**config.mk**
```make
export PLATFORM = sky130hd
export DESIGN_NAME = modbus_ascii_response_builder_flat
export DESIGN_NICKNAME = d
export VERILOG_FILES = /design/src/mabr_pkg.sv /design/src/mabr_if.sv /design/src/mabr_dp.sv /design/src/mabr_ctrl.sv /design/src/modbus_ascii_response_builder.sv /design/src/flat_wrapper.sv
export SDC_FILE = /design/constraint.sdc
export NUM_CORES = 2
export LEC_CHECK = 0
export BUFFER_PORTS_ARGS = -buffer_cell sky130_fd_sc_hd__buf_2
export CAP_MARGIN = 20
export CORE_MARGIN = 1.5
export CORE_UTILIZATION = 45
export CTS_CLUSTER_SIZE = 30
export DETAILED_ROUTE_END_ITERATION = 16
export GPL_ROUTABILITY_DRIVEN = 0
export GPL_TIMING_DRIVEN = 0
export PLACE_DENSITY = 0.63
export SLEW_MARGIN = 0
export SYNTH_ARGS = -nofsm -noshare
export SYNTH_HDL_FRONTEND = slang
export SYNTH_SLANG_ARGS = --single-unit
export TNS_END_PERCENT = 50
```
**constraint.sdc**
```tcl
create_clock -name clk -period 11 [get_ports clk]
set_input_delay 0.55 -clock clk [delete_from_list [all_inputs] [get_ports clk]]
set_output_delay 0.55 -clock clk [all_outputs]
set_load 0.05 [all_outputs]
```
**src/mabr_pkg.sv**
```systemverilog
// shared constants, types and helpers of the modbus ascii response builder
`default_nettype none

package mabr_pkg;

  // default sizes
  localparam int DEF_MEM_WORDS     = 256;
  localparam int DEF_MAX_READ_REGS = 8;

  // function codes
  localparam logic [7:0] FC_READ   = 8'h03;
  localparam logic [7:0] FC_WRITE1 = 8'h06;
  localparam logic [7:0] FC_WRITEN = 8'h10;
  localparam logic [7:0] EXC_FLAG  = 8'h80;

  // exception codes
  localparam logic [7:0] EX_BAD_FUNC = 8'h01;
  localparam logic [7:0] EX_BAD_ADDR = 8'h02;
  localparam logic [7:0] EX_BAD_QTY  = 8'h03;

  // frame characters
  localparam logic [7:0] CH_COLON = 8'h3A;
  localparam logic [7:0] CH_CR    = 8'h0D;
  localparam logic [7:0] CH_LF    = 8'h0A;

  // response kinds
  localparam logic [1:0] KIND_EXC  = 2'd0;
  localparam logic [1:0] KIND_ECHO = 2'd1;
  localparam logic [1:0] KIND_READ = 2'd2;

  // character selects
  localparam logic [2:0] SEL_COLON = 3'd0;
  localparam logic [2:0] SEL_HI    = 3'd1;
  localparam logic [2:0] SEL_LO    = 3'd2;
  localparam logic [2:0] SEL_LRCH  = 3'd3;
  localparam logic [2:0] SEL_LRCL  = 3'd4;
  localparam logic [2:0] SEL_CR    = 3'd5;
  localparam logic [2:0] SEL_LF    = 3'd6;

  // controller to datapath
  typedef struct packed {
    logic       latch;
    logic       clr_step;
    logic       load;
    logic [2:0] sel;
  } cmd_t;

  // datapath to controller
  typedef struct packed {
    logic drop;
    logic clr_done;
    logic last_byte;
    logic next_fetch;
  } status_t;

  // uppercase hex digit of a nibble
  function automatic logic [7:0] hex_digit(input logic [3:0] v);
    logic [7:0] w;
    w = {4'h0, v & 4'h0F};
    return (v < 4'd10) ? (8'h30 + w) : (8'h37 + w);
  endfunction

endpackage

`default_nettype wire

```
**src/mabr_if.sv**
```systemverilog
// request and character channel interfaces
`default_nettype none

interface mabr_req_if;
  logic        valid;
  logic        ready;
  logic        frame_valid;
  logic [7:0]  slave_id;
  logic [7:0]  opcode;
  logic [15:0] reg_address;
  logic [15:0] quantity;
  logic [15:0] write_value;

  modport source (output valid, frame_valid, slave_id, opcode, reg_address, quantity,
                  write_value, input ready);
  modport sink   (input valid, frame_valid, slave_id, opcode, reg_address, quantity,
                  write_value, output ready);
endinterface

interface mabr_chr_if;
  logic       valid;
  logic       ready;
  logic [7:0] ascii_char;
  logic       last_char;

  modport source (output valid, ascii_char, last_char, input ready);
  modport sink   (input valid, ascii_char, last_char, output ready);
endinterface

`default_nettype wire

```
**src/mabr_dp.sv**
```systemverilog
// datapath: request decode, register memory, byte select, lrc and hex output
`default_nettype none

module mabr_dp #(
  parameter int MEM_WORDS     = 256,
  parameter int MAX_READ_REGS = 8
) (
  input  wire logic             clk,
  input  wire logic             rst,
  input  wire mabr_pkg::cmd_t   cmd,
  output mabr_pkg::status_t     status,
  input  wire logic             frame_valid,
  input  wire logic [7:0]       slave_id,
  input  wire logic [7:0]       opcode,
  input  wire logic [15:0]      reg_address,
  input  wire logic [15:0]      quantity,
  input  wire logic [15:0]      write_value,
  output logic      [7:0]       ascii_char,
  output logic                  last_char
);
  import mabr_pkg::*;

  localparam int AW = (MEM_WORDS > 1) ? $clog2(MEM_WORDS) : 1;
  localparam int WW = $clog2(MAX_READ_REGS + 1);
  localparam int BW = $clog2(2 * MAX_READ_REGS + 4);
  localparam logic [16:0] MEM_LIM = 17'(MEM_WORDS);
  localparam logic [15:0] QTY_MAX = 16'(MAX_READ_REGS);

  logic [15:0] mem [MEM_WORDS];
  logic [15:0] rd_data;

  logic [7:0]    slave_r, func_r, code_r, cnt_r, sum;
  logic [15:0]   addr_r, echo_r;
  logic [1:0]    kind_r;
  logic [BW-1:0] last_r, idx;
  logic [WW-1:0] word;
  logic [AW-1:0] clr;

  logic          bad_qty, bad_span, bad_wa, drop, wr_en;
  logic [1:0]    kind_next;
  logic [7:0]    code_next, cur_byte, lrc;
  logic [BW-1:0] last_next;
  logic [AW-1:0] wr_addr, rd_addr;
  logic [15:0]   wr_data;

  // request decode
  always_comb begin
    drop      = !frame_valid || (slave_id == 8'h00);
    bad_qty   = (quantity == 16'h0000) || (quantity > QTY_MAX);
    bad_span  = ({1'b0, reg_address} + {1'b0, quantity}) > MEM_LIM;
    bad_wa    = {1'b0, reg_address} >= MEM_LIM;
    kind_next = KIND_EXC;
    code_next = EX_BAD_FUNC;
    case (opcode)
      FC_READ, FC_WRITEN: begin
        if (bad_qty) begin
          code_next = EX_BAD_QTY;
        end else if (bad_span) begin
          code_next = EX_BAD_ADDR;
        end else begin
          kind_next = (opcode == FC_READ) ? KIND_READ : KIND_ECHO;
        end
      end
      FC_WRITE1: begin
        if (bad_wa) begin
          code_next = EX_BAD_ADDR;
        end else begin
          kind_next = KIND_ECHO;
        end
      end
      default: begin
        code_next = EX_BAD_FUNC;
      end
    endcase
    case (kind_next)
      KIND_EXC:  last_next = BW'(2);
      KIND_ECHO: last_next = BW'(5);
      default:   last_next = BW'({quantity[WW-1:0], 1'b0}) + BW'(2);
    endcase
    wr_en = cmd.latch && !drop && (opcode == FC_WRITE1) && !bad_wa;
  end

  // request registers
  always_ff @(posedge clk) begin
    if (cmd.latch) begin
      slave_r <= slave_id;
      func_r  <= opcode;
      addr_r  <= reg_address;
      echo_r  <= (opcode == FC_WRITE1) ? write_value : quantity;
      cnt_r   <= {quantity[6:0], 1'b0};
      code_r  <= code_next;
      kind_r  <= kind_next;
      last_r  <= last_next;
    end
  end

  // register memory, one write and one registered read port
  always_comb begin
    wr_addr = cmd.clr_step ? clr : reg_address[AW-1:0];
    wr_data = cmd.clr_step ? 16'h0000 : write_value;
    rd_addr = AW'(addr_r + 16'(word));
  end

  always_ff @(posedge clk) begin
    if (cmd.clr_step || wr_en) begin
      mem[wr_addr] <= wr_data;
    end
    rd_data <= mem[rd_addr];
  end

  // clearing pass counter
  always_ff @(posedge clk) begin
    if (rst) begin
      clr <= '0;
    end else if (cmd.clr_step) begin
      clr <= clr + AW'(1);
    end
  end

  // binary byte at the current index
  always_comb begin
    cur_byte = slave_r;
    case (kind_r)
      KIND_EXC: begin
        if (idx == BW'(0)) cur_byte = slave_r;
        else if (idx == BW'(1)) cur_byte = func_r | EXC_FLAG;
        else cur_byte = code_r;
      end
      KIND_ECHO: begin
        case (idx)
          BW'(0):  cur_byte = slave_r;
          BW'(1):  cur_byte = func_r;
          BW'(2):  cur_byte = addr_r[15:8];
          BW'(3):  cur_byte = addr_r[7:0];
          BW'(4):  cur_byte = echo_r[15:8];
          default: cur_byte = echo_r[7:0];
        endcase
      end
      default: begin
        if (idx == BW'(0)) cur_byte = slave_r;
        else if (idx == BW'(1)) cur_byte = func_r;
        else if (idx == BW'(2)) cur_byte = cnt_r;
        else cur_byte = idx[0] ? rd_data[15:8] : rd_data[7:0];
      end
    endcase
    lrc = 8'h00 - sum;
  end

  // byte index, word index and running sum
  always_ff @(posedge clk) begin
    if (cmd.latch) begin
      idx  <= '0;
      word <= '0;
      sum  <= 8'h00;
    end else if (cmd.load && (cmd.sel == SEL_LO)) begin
      idx <= idx + BW'(1);
      sum <= sum + cur_byte;
      if ((kind_r == KIND_READ) && (idx >= BW'(4)) && !idx[0]) begin
        word <= word + WW'(1);
      end
    end
  end

  // output character register
  always_ff @(posedge clk) begin
    if (cmd.load) begin
      case (cmd.sel)
        SEL_COLON: ascii_char <= CH_COLON;
        SEL_HI:    ascii_char <= hex_digit(cur_byte[7:4]);
        SEL_LO:    ascii_char <= hex_digit(cur_byte[3:0]);
        SEL_LRCH:  ascii_char <= hex_digit(lrc[7:4]);
        SEL_LRCL:  ascii_char <= hex_digit(lrc[3:0]);
        SEL_CR:    ascii_char <= CH_CR;
        default:   ascii_char <= CH_LF;
      endcase
      last_char <= (cmd.sel == SEL_LF);
    end
  end

  // status back to the controller
  always_comb begin
    status.drop       = drop;
    status.clr_done   = (clr == AW'(MEM_WORDS - 1));
    status.last_byte  = (idx == last_r);
    status.next_fetch = (kind_r == KIND_READ) && (idx >= BW'(2)) && !idx[0];
  end

endmodule

`default_nettype wire

```
**src/mabr_ctrl.sv**
```systemverilog
// controller: state machine that sequences clearing, fetches and characters
`default_nettype none

module mabr_ctrl (
  input  wire logic              clk,
  input  wire logic              rst,
  input  wire logic              in_valid,
  output logic                   in_ready,
  output logic                   out_valid,
  input  wire logic              out_ready,
  input  wire mabr_pkg::status_t status,
  output mabr_pkg::cmd_t         cmd
);
  import mabr_pkg::*;

  localparam logic [3:0] S_CLEAR = 4'd0;
  localparam logic [3:0] S_IDLE  = 4'd1;
  localparam logic [3:0] S_COLON = 4'd2;
  localparam logic [3:0] S_FETCH = 4'd3;
  localparam logic [3:0] S_HI    = 4'd4;
  localparam logic [3:0] S_LO    = 4'd5;
  localparam logic [3:0] S_LRCH  = 4'd6;
  localparam logic [3:0] S_LRCL  = 4'd7;
  localparam logic [3:0] S_CR    = 4'd8;
  localparam logic [3:0] S_LF    = 4'd9;

  logic [3:0] state, state_next;
  logic       out_valid_next, slot_free;

  // next state and commands
  always_comb begin
    state_next   = state;
    cmd.latch    = 1'b0;
    cmd.clr_step = 1'b0;
    cmd.load     = 1'b0;
    cmd.sel      = SEL_COLON;
    in_ready     = 1'b0;
    slot_free    = !out_valid || out_ready;
    case (state)
      S_CLEAR: begin
        cmd.clr_step = 1'b1;
        if (status.clr_done) state_next = S_IDLE;
      end
      S_IDLE: begin
        in_ready = 1'b1;
        if (in_valid) begin
          cmd.latch = 1'b1;
          if (!status.drop) state_next = S_COLON;
        end
      end
      S_COLON: begin
        cmd.sel = SEL_COLON;
        if (slot_free) begin
          cmd.load   = 1'b1;
          state_next = S_HI;
        end
      end
      S_FETCH: begin
        state_next = S_HI;
      end
      S_HI: begin
        cmd.sel = SEL_HI;
        if (slot_free) begin
          cmd.load   = 1'b1;
          state_next = S_LO;
        end
      end
      S_LO: begin
        cmd.sel = SEL_LO;
        if (slot_free) begin
          cmd.load = 1'b1;
          if (status.last_byte) state_next = S_LRCH;
          else if (status.next_fetch) state_next = S_FETCH;
          else state_next = S_HI;
        end
      end
      S_LRCH: begin
        cmd.sel = SEL_LRCH;
        if (slot_free) begin
          cmd.load   = 1'b1;
          state_next = S_LRCL;
        end
      end
      S_LRCL: begin
        cmd.sel = SEL_LRCL;
        if (slot_free) begin
          cmd.load   = 1'b1;
          state_next = S_CR;
        end
      end
      S_CR: begin
        cmd.sel = SEL_CR;
        if (slot_free) begin
          cmd.load   = 1'b1;
          state_next = S_LF;
        end
      end
      S_LF: begin
        cmd.sel = SEL_LF;
        if (slot_free) begin
          cmd.load   = 1'b1;
          state_next = S_IDLE;
        end
      end
      default: begin
        state_next = S_IDLE;
      end
    endcase
    out_valid_next = cmd.load ? 1'b1 : (out_ready ? 1'b0 : out_valid);
  end

  // state and output valid registers
  always_ff @(posedge clk) begin
    if (rst) begin
      state     <= S_CLEAR;
      out_valid <= 1'b0;
    end else begin
      state     <= state_next;
      out_valid <= out_valid_next;
    end
  end

endmodule

`default_nettype wire

```
**src/modbus_ascii_response_builder.sv**
```systemverilog
// top level of the modbus ascii response builder
//
// Takes one decoded Modbus request per beat on req and sends the ASCII
// response frame on rsp, one character per beat, last_char marking the final
// LF. Invalid and broadcast requests are taken and give nothing. Other
// requests are accepted, then sent at one character per cycle while rsp is
// ready, with a fetch state before each register word read, for the
// registered read port of the register memory: a read of n registers costs
// 4n + 11 characters; an echo takes 17 characters and an exception 11.
// The next request is taken once the final character is loaded into the
// output register. After reset the memory is cleared one word a cycle, all
// MEM_WORDS words, before the first request is accepted.
`default_nettype none

module modbus_ascii_response_builder #(
  parameter int MEM_WORDS     = mabr_pkg::DEF_MEM_WORDS,
  parameter int MAX_READ_REGS = mabr_pkg::DEF_MAX_READ_REGS
) (
  input wire logic  clk,
  input wire logic  rst,
  mabr_req_if.sink  req,
  mabr_chr_if.source rsp
);
  import mabr_pkg::*;

  cmd_t    cmd;
  status_t status;

  // sequencing
  mabr_ctrl u_ctrl (
    .clk       (clk),
    .rst       (rst),
    .in_valid  (req.valid),
    .in_ready  (req.ready),
    .out_valid (rsp.valid),
    .out_ready (rsp.ready),
    .status    (status),
    .cmd       (cmd)
  );

  // decode, memory and character generation
  mabr_dp #(
    .MEM_WORDS     (MEM_WORDS),
    .MAX_READ_REGS (MAX_READ_REGS)
  ) u_dp (
    .clk         (clk),
    .rst         (rst),
    .cmd         (cmd),
    .status      (status),
    .frame_valid (req.frame_valid),
    .slave_id    (req.slave_id),
    .opcode      (req.opcode),
    .reg_address (req.reg_address),
    .quantity    (req.quantity),
    .write_value (req.write_value),
    .ascii_char  (rsp.ascii_char),
    .last_char   (rsp.last_char)
  );

endmodule

`default_nettype wire

```
**src/flat_wrapper.sv**
```systemverilog
// flat-port wrapper written by rule: the top's interface ports become plain ports
module modbus_ascii_response_builder_flat import mabr_pkg::*;
#(
  parameter int MEM_WORDS     = mabr_pkg::DEF_MEM_WORDS,
  parameter int MAX_READ_REGS = mabr_pkg::DEF_MAX_READ_REGS
)
  (clk, rst, req_valid, req_frame_valid, req_slave_id, req_opcode, req_reg_address, req_quantity, req_write_value, req_ready, rsp_valid, rsp_ascii_char, rsp_last_char, rsp_ready);
  mabr_req_if req_i ();
  mabr_chr_if rsp_i ();
  input wire logic clk;
  input wire logic rst;
  input wire logic [$bits(req_i.valid)-1:0] req_valid;
  input wire logic [$bits(req_i.frame_valid)-1:0] req_frame_valid;
  input wire logic [$bits(req_i.slave_id)-1:0] req_slave_id;
  input wire logic [$bits(req_i.opcode)-1:0] req_opcode;
  input wire logic [$bits(req_i.reg_address)-1:0] req_reg_address;
  input wire logic [$bits(req_i.quantity)-1:0] req_quantity;
  input wire logic [$bits(req_i.write_value)-1:0] req_write_value;
  output wire logic [$bits(req_i.ready)-1:0] req_ready;
  output wire logic [$bits(rsp_i.valid)-1:0] rsp_valid;
  output wire logic [$bits(rsp_i.ascii_char)-1:0] rsp_ascii_char;
  output wire logic [$bits(rsp_i.last_char)-1:0] rsp_last_char;
  input wire logic [$bits(rsp_i.ready)-1:0] rsp_ready;
  assign req_i.valid = req_valid;
  assign req_i.frame_valid = req_frame_valid;
  assign req_i.slave_id = req_slave_id;
  assign req_i.opcode = req_opcode;
  assign req_i.reg_address = req_reg_address;
  assign req_i.quantity = req_quantity;
  assign req_i.write_value = req_write_value;
  assign req_ready = req_i.ready;
  assign rsp_valid = rsp_i.valid;
  assign rsp_ascii_char = rsp_i.ascii_char;
  assign rsp_last_char = rsp_i.last_char;
  assign rsp_i.ready = rsp_ready;
  modbus_ascii_response_builder #(.MEM_WORDS(MEM_WORDS), .MAX_READ_REGS(MAX_READ_REGS)) u_core (.clk(clk), .rst(rst), .req(req_i), .rsp(rsp_i));
endmodule
```
==> results.md <==
* Total Wirelength at ~450000 µm
* Run status: finished, violations left
* Sink Count at between 4000 and 5000
* Full die area at between 300000 and 400000 µm²
* Sw frac at a little over a quarter
* Maximum clock frequency at about 160 MHz
* Clock buffer depth at 4
* Commonest cells post-synth: 4168 x edfxtp_1, 1280 x mux4_2, 323 x nor2_1
* Internal at 0.0292 W
* Routed Antenna Nets at 0
* Floorplan row count at about 220
* Failing checks: design-rule violations
* CTS H-Tree Depth at 5
* Synth top area share at roughly three quarters
* Post-synthesis area per instance at between 20 and 25 µm²
* Layout Skew at between 0.05 and 0.06 ns
* CP Launch Type: flop
* Clk root buf: clkbuf_16
* Nets@finish at 8192
* Clock Power Share at a little over a third
* Drt first pass iters at 14
* CTS tree: yes
* Number of max-cap violations at 0
* Core area at between 300000 and 400000 µm²
* Synth Cell Area at between 150000 and 200000 µm²
* Total grt overflow at 0
* Share of cells above drive strength 1 at between 30% and 40%
* Combinational fraction of design power at 16.6%
* Hold Path Class: in -> reg
* Final worst path period share at a little under three fifths
* CP Capture Type: flop
* Clock buffer count from CTS at 417
* Via-to-Cell Ratio at 6.20
* FF+latch count, synth at around 4200
* Synth Flop Type: edfxtp_1
* Largest net degree at the start of global routing at 74
* Critical path arrival at between 7 and 8 ns
* LEAKAGE at around 61 nW
* RSZ-0062 raised after global routing: false
* Crit Path Max Fanout at 10
* Synth top area cells: edfxtp_1 76%, mux4_2 18%, nor2_1 0.74%, dfxtp_1 0.56%, mux2i_1 0.52%
* Via count at between 80000 and 90000
* WL per Instance at about 34 µm
* Setup Total Neg Slack at 0 ns
* First-pass GRT wire length at 630000 µm
* Initial core utilization at between 40% and 50%
* Seq/Total Area, Yosys at 76.8%
* Final setup viols at 0
* Die Ht at roughly 600 µm
* Sequential fraction of design power at 48.7%
* Worst setup margin at 4.82 ns
* Dominant cell by count in the synthesized netlist: edfxtp_1
* WP data required at about 12 ns
* GRT Overall Usage at between 20% and 30%
* Syn-to-layout area delta at 16.5%
* Post-synth top area cell: edfxtp_1
* Via count of the first global-routing pass at around 81000
* Clock-pin slew on the worst setup and hold paths at ~0.06 ns
* Post-synthesis async set-or-reset flop share at 0%
* Worst slack at placement at approximately 4.9 ns
* Synthesized Nets at ~7300
* Critical path class: reg -> reg
* Port Buffers at 78
* PwrDens at roughly 210 nW/µm²
* Netlist cell types at between 80 and 90
* Net Sw Power at between 0.01 and 0.015 W
* Worst vdd ir at roughly 0.18 mV
* Post-detail-place hpwl at approximately 310000 µm
* Rel. slew slack at between 15 and 20%
* Die width at ~610 µm
* Clk Latency, worst-skew pair at 0.99 ns
* DRC viols at 2
* Fin crit period at between 6 and 7 ns
* Antenna violations before repair at 19
* Worst-Margin Slew at 1.25 ns
* Final max-slew violation count at 0
* Iteration-0 DRC count of the detailed router at 12000
* Fin. Hold Viols at 0
* Synthesized instance count at just over 7000
* Post-synth EDFFs at approximately 4200
* Io pins at 80
* Ys Warns at 0
* Setup bufs post-CTS at 0
## critical path: stages (launching register included)
cell	delay, ns
edfxtp_1	0.48
ha_1	0.27
fa_1	0.49
buf_2	0.22
buf_2	0.59
clkbuf_1	0.88
clkbuf_1	0.52
buf_8	0.24
mux4_2	0.33
mux4_2	0.54
mux2i_1	0.62
a32oi_1	0.30
o21ai_0	0.44
a21oi_1	0.09
## sequential cells by signal (all words and copies together), names as in the netlist
signal                   flops
u_core.u_ctrl.out_valid      1
u_core.u_ctrl.state          4
u_core.u_dp.addr_r          16
u_core.u_dp.ascii_char       7
u_core.u_dp.clr              8
u_core.u_dp.cnt_r            7
u_core.u_dp.code_r           2
u_core.u_dp.echo_r          16
u_core.u_dp.func_r           8
u_core.u_dp.idx              5
u_core.u_dp.kind_r           2
u_core.u_dp.last_char        1
u_core.u_dp.last_r           5
u_core.u_dp.mem           4096
u_core.u_dp.rd_data         16
u_core.u_dp.slave_r          8
u_core.u_dp.sum              8
u_core.u_dp.word             4
## layer usage
metal / part of all wire [%] / vias to the layer above / wire (µm) / global-route usage (%)
li1: - / 32400 / - / -
met1: 38 / 44100 / 174000 / 33.8
met2: 47 / 4629 / 212000 / 38.2
met3: 10 / 809 / 47400 / 5.76
met4: 4.4 / 8 / 20100 / 9.79
met5: 0.011 / - / 49 / 0
## logic make-up after synthesis
kind of cell               share of synthesized area (%)
AOI/OAI and AO/OA                                   1.09
xor gates and xnor gates                           0.277
adders and majority gates                          0.326
buffers and inverters                               1.08
DFF                                                 76.8
muxes                                               18.3
other                                            0.00228
and+or+nand+nor                                     2.18
## per-stage QoR
stage,cells,instance area (µm²),total power [W],hold slack [ns],util (%)
after floorplan,7171,164000,0.0233,0.481,-
after global placement,12000,171000,0.0265,0.504,47.0
after detailed placement,12400,177000,0.0263,0.515,48.9
after CTS,13200,191000,0.0400,0.0841,52.7
after global routing,13200,191000,0.0409,0.101,52.7
final,13200,191000,0.0399,0.0906,52.7
## cell type report
type	count	area, µm²
Antenna cell	7	17.5
Inverter	22	82.6
Timing Repair Buffer	492	7140
Multi-Input combinational cell	2546	37100
Sequential cell	4214	126000
Buffer	389	1710
Clock buffer	512	11000
Clock inverter	245	2080
Tap cell	4794	6000
Fill cell	27300	172000
## final timing paths
kind	start	endpoint	slack, ns	depth (start not counted)
worst max register to register	u_core.u_dp.addr_r[0]	u_core.u_dp.rd_data[11]	4.82	13
worst max-delay path	u_core.u_dp.addr_r[0]	u_core.u_dp.rd_data[11]	4.82	13
worst min-delay path	req_quantity[15]	u_core.u_dp.echo_r[15]	0.09	2
worst min register to register	u_core.u_dp.clr[1]	u_core.u_dp.clr[1]	0.55	2
## timing repair
action	4_1_cts	5_1_grt
endpoints found under the setup margin	0	0
hold buffers	66	0
hold endpoints to repair	60	0
resized for setup	0	0
## power groups by stage
stage                     clock network, W  registers (W)  logic (W)
after detailed placement                 0         0.0198    0.00651
after floorplan                          0         0.0203    0.00299
after global routing                0.0146         0.0194    0.00686
after global placement                   0         0.0210    0.00544
final                               0.0138         0.0194    0.00664
after CTS                           0.0140         0.0194    0.00654
## placed cells by master (no fill, tap or decap), types with 62 or more instances in the layout
master,netlist,routed
a21oi_1,65,65
buf_12,0,91
buf_2,162,242
buf_8,0,196
clkbuf_1,191,259
clkbuf_16,0,427
clkinv_1,0,115
clkinv_2,0,62
dlygate4sd3_1,0,66
edfxtp_1,4168,4168
mux2i_1,86,86
mux4_2,1280,1280
nand2_1,226,226
nand3_1,110,110
nor2_1,323,70
nor2_2,1,254
No activity file was read; power rests on OpenSTA's default activity.
